==> config.mk <==
export PLATFORM = sky130hd
export DESIGN_NAME = bvpr_update
export DESIGN_NICKNAME = d
export VERILOG_FILES = /design/src/hdl/bvpr_pkg.sv /design/src/hdl/bvpr_update.sv
export SDC_FILE = /design/constraint.sdc
export NUM_CORES = 1
export LEC_CHECK = 0
export BUFFER_PORTS_ARGS = -buffer_cell sky130_fd_sc_hd__clkbuf_2
export CAP_MARGIN = 20
export CORE_ASPECT_RATIO = 1.25
export CORE_MARGIN = 2
export CORE_UTILIZATION = 50
export DETAILED_ROUTE_END_ITERATION = 8
export GPL_TIMING_DRIVEN = 0
export PLACE_DENSITY = 0.84
export SETUP_SLACK_MARGIN = 0.02
export SLEW_MARGIN = 20
export SYNTH_ARGS = -nofsm -noshare
export SYNTH_HDL_FRONTEND = slang
export SYNTH_SLANG_ARGS = --single-unit
export TNS_END_PERCENT = 20
==> constraint.sdc <==
create_clock -name vclk -period 2.5
set_clock_uncertainty 0.05 [all_clocks]
set_input_delay 0 -clock vclk [all_inputs]
set_output_delay 0 -clock vclk [all_outputs]
set_load 0.01 [all_outputs]
==> src/hdl/bvpr_pkg.sv <==
`timescale 1ns / 1ps
// Shared types, codes and the check function of the bit-vote packet recovery block.
package bvpr_pkg;

  localparam int unsigned BYTE_W = 8;

  // Item operation codes.
  typedef enum logic [1:0] {
    OP_CLEAR   = 2'd0,
    OP_VOTE    = 2'd1,
    OP_RESOLVE = 2'd2,
    OP_NOP     = 2'd3
  } op_e;

  // Result status codes.
  typedef enum logic [1:0] {
    STAT_BYTE  = 2'd0,
    STAT_MATCH = 2'd1,
    STAT_FAIL  = 2'd2,
    STAT_FEW   = 2'd3
  } status_e;

  typedef enum logic {
    S_IDLE,
    S_ACCESS
  } state_e;

  // Configuration register indexes.
  localparam logic [1:0] CFG_PKT_LEN   = 2'd0;
  localparam logic [1:0] CFG_SLOT_OFS  = 2'd1;
  localparam logic [1:0] CFG_EPOCH_OFS = 2'd2;
  localparam logic [1:0] CFG_MIN_VOTES = 2'd3;

  localparam logic [15:0] CRC_INIT  = 16'hFFFF;
  localparam logic [15:0] CRC_POLY  = 16'h1021;
  localparam logic [8:0]  CHK_BYTES = 9'd2;

  // Counter memory request from the controller.
  typedef struct packed {
    logic              clear;
    logic              rd_en;
    logic [BYTE_W-1:0] rd_addr;
    logic              wr_en;
    logic [BYTE_W-1:0] wr_addr;
  } mem_req_t;

  // One byte into a CRC-16-CCITT, MSB first.
  function automatic logic [15:0] crc_feed(logic [15:0] crc, logic [7:0] b);
    logic [15:0] c;
    c = crc ^ {b, 8'h00};
    for (int k = 0; k < 8; k++) begin
      c = c[15] ? ((c << 1) ^ CRC_POLY) : (c << 1);
    end
    return c;
  endfunction

endpackage

==> src/hdl/bvpr_update.sv <==
`timescale 1ns / 1ps
// Saturating update of one row of bit counters and the majority byte of that row.
module bvpr_update #(
  parameter int unsigned COUNTER_BITS = 8
) (
  input  logic [8*COUNTER_BITS-1:0] cnt_i,
  input  logic [7:0]                vote_byte_i,
  output logic [8*COUNTER_BITS-1:0] cnt_o,
  output logic [7:0]                majority_o
);
  import bvpr_pkg::*;

  localparam logic [COUNTER_BITS-1:0] CNT_MAX = {1'b0, {(COUNTER_BITS-1){1'b1}}};
  localparam logic [COUNTER_BITS-1:0] CNT_MIN = {1'b1, {(COUNTER_BITS-1){1'b0}}};

  logic [7:0][COUNTER_BITS-1:0] cnt_in;
  logic [7:0][COUNTER_BITS-1:0] cnt_out;

  assign cnt_in = cnt_i;
  assign cnt_o  = cnt_out;

  always_comb begin
    for (int k = 0; k < 8; k++) begin
      cnt_out[k] = cnt_in[k];
      if (vote_byte_i[k]) begin
        if (cnt_in[k] != CNT_MAX) cnt_out[k] = cnt_in[k] + 1'b1;
      end else begin
        if (cnt_in[k] != CNT_MIN) cnt_out[k] = cnt_in[k] - 1'b1;
      end
      // A tie counts as a one, so only a negative counter gives zero.
      majority_o[k] = ~cnt_in[k][COUNTER_BITS-1];
    end
  end

endmodule

Word-level counts from Yosys, hierarchy flattened
Cells that the tools add are included.
{ "totals": {"output_inout_bits": 72, "wordCells": 64, "input_bits": 72, "ff_bits": 0} }
{ "op_classes": {"n_eq_ne": 16, "n_bitwise": 8, "mux": 24, "add_sub_neg": 16} }
{ "op_table": {"columns": ["operator", "count"], "rows": [
  ["$mux 8", 24],
  ["$add 8x1->8 const B", 8],
  ["$ne 8x7->1 const B", 8],
  ["$ne 8x8->1 const B", 8],
  ["$sub 8x1->8 const B", 8],
  ["$not 1->1", 8]
]} }

Longest topological paths before layout
{ "depth": {"word_depth": 3, "depth_mapped": 7} }

Least setup slack after synthesis
OpenSTA, ideal clock, no wires.
{ "synth_timing": {"path_kind": "input -> output", "startpoint": "input cnt_i[25]", "endpoint": "output cnt_o[27]", "arrival_time_ps": 1401, "setup_slack_ps": 1049, "t_required_ps": 2450, "cell_stages": 7, "path_buffers": 1, "cell_sequence": "clkbuf_1 > inv_1 > ha_1 > or4bb_1 > o21ai_1 > a2bb2oi_1 > a21oi_1"} }
{ "synth_between": {"elab_chain_len": 3} }
{ "synth_rtl": {"columns": ["item", "line_no", "source"], "rows": [
  ["start, declared", "bvpr_update.sv:6", "input logic [8*COUNTER_BITS-1:0] cnt_i,"],
  ["$sub 8x1->8 (tied with other cells)", "bvpr_update.sv:28", "if (cnt_in[k] != CNT_MIN) cnt_out[k] = cnt_in[k] - 1'b1;"],
  ["$mux 8, on equally long branches", "bvpr_update.sv:28, bvpr_update.sv:26", null],
  ["$mux 8 (*)", "bvpr_update.sv:25", "if (vote_byte_i[k]) begin"],
  ["end, declared", "bvpr_update.sv:8", "output logic [8*COUNTER_BITS-1:0] cnt_o,"]
]} }
Mark *: on every way between the ends. The rest lies on a longest branch, timed or not.

Worst setup path after layout
{ "layout_timing": {"startpoint": "input cnt_i[25]", "endpoint": "output cnt_o[25]"} }
The elaborated chain is that of the path after synthesis.

==> out/results.txt <==
Placed cell area - 3940 sq um
Achievable clock frequency - 0.5281 GHz
Max-cap check violation count - 0
Maximum fanout along the worst path - 8
Cells resized by post-CTS repair - 0
Hold buffer count at CTS - 0
Worst hold endpoint - cnt_o[18]
Port Buffers - 117
Syn avg cell area - 6.295 sq um
Kind of launch point of the worst setup path - primary input
Post-route cell area - 3940 sq um
Hold path cells - 3
Share of cells above drive strength 1 - 21.33%
Final Non-Filler Cells - 718
Leakage power - 0.001696 uW
Met3 Track Usage GR - 0.5769%
Clock Buffer Count - 0
HPWL Detailed - 7.675 mm
All-layer global routing usage - 24.65%
Status - completed
DRT iter0 DRCs - 333
Horizontal die dimension - 76.09 um
Setup repair after global routing missed its margin - false
Total power divided by cell area - 159.9 nW/um^2
Final net count - 731
Unique cell type count in the Yosys netlist - 70
Initial Utilization - 52.00%
Total Negative Setup Slacks - 0 ns
Diode insertion count for antenna repair - 0
Full die area - 7161 sq um
Via count normalized by instance count - 6.304
Hold_sp - cnt_i[18]
Placed Cells - 718
Type of destination of the critical path - primary output
Normalized max-slew margin - 45.07%
Total number of vias - 4526
Worst stage delay on the critical path - 0.46 ns
Number of fill cells - 591
Synthesis-to-layout area growth - 21.30%
Hold Path Class - primary input to primary output
Sequential cell area fraction in the yosys report - 0%
Die Y-Extent - 94.12 um
Area of the core - 6246 sq um
Number of buffers inserted by post-CTS setup repair - 0
Footprint of the flip-flops and latches - 0 sq um
Share of the synthesized area in the top cell type - 9.245%
Finish-stage setup viols - 0
Top-level I/O count - 144
Gate count after technology mapping - 516
Global-route layer with the greatest usage - met2
Largest cells by area after synthesis - ha_1 (9.2%), nand3_1 (4.5%), clkbuf_1 (4.4%)
Overflow left after global routing - 0
Number of iterations in the first detailed-routing pass - 5
Global-route wire length before repair - 15.96 mm
Average wire per standard cell - 13.43 um
Final min period - 1.893 ns
Top cell type by total area after synthesis - ha_1
Antenna violations before repair - 0
Final count of pins violating max slew - 0
Fin crit share - 75.74%
Final routed wirelength across all metal layers - 9.641 mm
Slowest CP cell - or4bb_1
DR DRC count - 0
Seq_cells - 0
Row count - 32
Largest net degree at the start of global routing - 11
Data required time of the critical path - 2.45 ns
Total nets after synthesis - 612
Setup CP Type - primary input to primary output
Via count of the first global-routing pass - 3902
Maximum ir drop on the vdd rail - 0.09258 mV
Total area of multi-input combinational cells - 2965 sq um
Worst Path Arrival - 1.84 ns
Worst-path cell chain - clkbuf_2 > clkbuf_1 > inv_1 > ha_1 > or4bb_1 > o21ai_1 > o211ai_1 > o211ai_1 > clkbuf_2
Last weighted congestion value of the routability-driven placer - 0.9160
Synthesized area - 3248 sq um
Final Hold Fails - 0
Met2 capacity usage during global routing - 47.69%
Worst slew pin tran - 0.8176 ns
Remaining number of nets flagged by the antenna check after routing - 0
Synth warnings - 0
GRT met1 Usage - 30.96%
-- routing by layer --
layer / vias to the layer above / wire (um)
met1: 2059 / 3986
met4: 0 / 25
met2: 236 / 4870
li1: 2225 / -
met5: - / 0
met3: 6 / 759
-- stage by stage --
step / hold slack [ns] / setup WS (ns) / total power, uW / util, %
3_5_place_dp: 0.2754 / 0.6285 / 620.3 / 63.08
5_1_grt: 0.2999 / 0.4526 / 694.9 / 63.08
3_3_place_gp: 0.2652 / 0.6599 / 602.4 / 63.08
4_1_cts: 0.2754 / 0.6285 / 622.9 / 63.08
2_1_floorplan: 0.006005 / 1.049 / 390.2 / -
6_report: 0.2770 / 0.6065 / 630.0 / 63.08
-- cell usage in the layout, fill, tap and decap left out, types with 5 or more instances in the layout --
cell type / netlist / routed
clkbuf_2: 0 / 117
a211oi_1: 12 / 12
nand2b_1: 11 / 11
o211ai_1: 14 / 14
o21ai_0: 27 / 27
a21o_1: 7 / 7
nor2b_1: 10 / 10
and3_1: 13 / 13
nor4_1: 13 / 13
a21oi_1: 24 / 24
mux2i_1: 9 / 9
nand3_1: 29 / 29
clkbuf_1: 38 / 38
nand2_1: 34 / 34
o22ai_1: 9 / 9
nand4_1: 18 / 18
xor2_1: 6 / 6
a31oi_1: 13 / 13
inv_1: 33 / 33
a221oi_1: 8 / 8
xnor2_1: 15 / 15
nor3_1: 20 / 20
ha_1: 24 / 24
or3_1: 5 / 5
nand3b_1: 8 / 8
nor2_1: 38 / 38
-- synth_stat cells, drive strengths merged (4+ instances only) --
| library cell | count |
|---|---|
| o21ai | 28 |
| xor2 | 6 |
| nand3b | 8 |
| nand2 | 34 |
| a211oi | 12 |
| xnor2 | 15 |
| or4 | 4 |
| nor4b | 4 |
| a31oi | 13 |
| a21o | 7 |
| mux2i | 9 |
| nor2 | 38 |
| o211ai | 14 |
| and3 | 14 |
| inv | 33 |
| o22ai | 9 |
| ha | 24 |
| nor3 | 20 |
| nand2b | 11 |
| clkbuf | 38 |
| a221oi | 8 |
| a31o | 4 |
| or3 | 6 |
| nand3 | 29 |
| nor2b | 10 |
| nand4 | 18 |
| a21oi | 24 |
| and4 | 5 |
| nor4 | 14 |
| a22o | 4 |
-- critical path: cells and delay by family --
family / cells / cell delay, ns
AO/OA/AOI/OAI: 3 / 0.61
adder cells (fa/ha/maj): 1 / 0.19
buffers and inverters: 4 / 0.57
AND/OR/NAND/NOR: 1 / 0.46
-- power breakdown --
| group | switching, uW | total, uW | internal [uW] | leakage (uW) |
|---|---|---|---|---|
| logic | 381 | 630 | 249 | 0.00170 |
| registers | 0 | 0 | 0 | 0 |
| clock network | 0 | 0 | 0 | 0 |
-- cell type report --
cell class	instances	share of cell area (%)
well taps	85	2.699
inverters	33	3.144
repair buffers	117	14.86
plain buffers	40	4.033
multi-input cells	443	75.26
-- kinds of logic (layout without fill, tap and decap cells) --
family / Yosys count / in the layout / share of synthesized area [%]
and+or+nand+nor: 229 / 229 / 39.10
AOI/OAI and AO/OA: 158 / 158 / 33.48
buffers and inverters: 73 / 190 / 8.706
adders and majority gates: 24 / 24 / 9.245
xor gates and xnor gates: 21 / 21 / 5.663
muxes: 11 / 11 / 3.814
-- how the worst max path moves through the flow --
stage	slack, ns	cells past startpoint	start	end
final	0.61	9	cnt_i[25]	cnt_o[25]
after global routing	0.45	7	cnt_i[24]	cnt_o[24]
after CTS	0.63	9	cnt_i[25]	cnt_o[25]
after detailed placement	0.63	9	cnt_i[25]	cnt_o[25]
after global placement	0.66	9	cnt_i[25]	cnt_o[25]
after floorplan	1.05	7	cnt_i[25]	cnt_o[27]
Power figures use the tool's default switching activity.
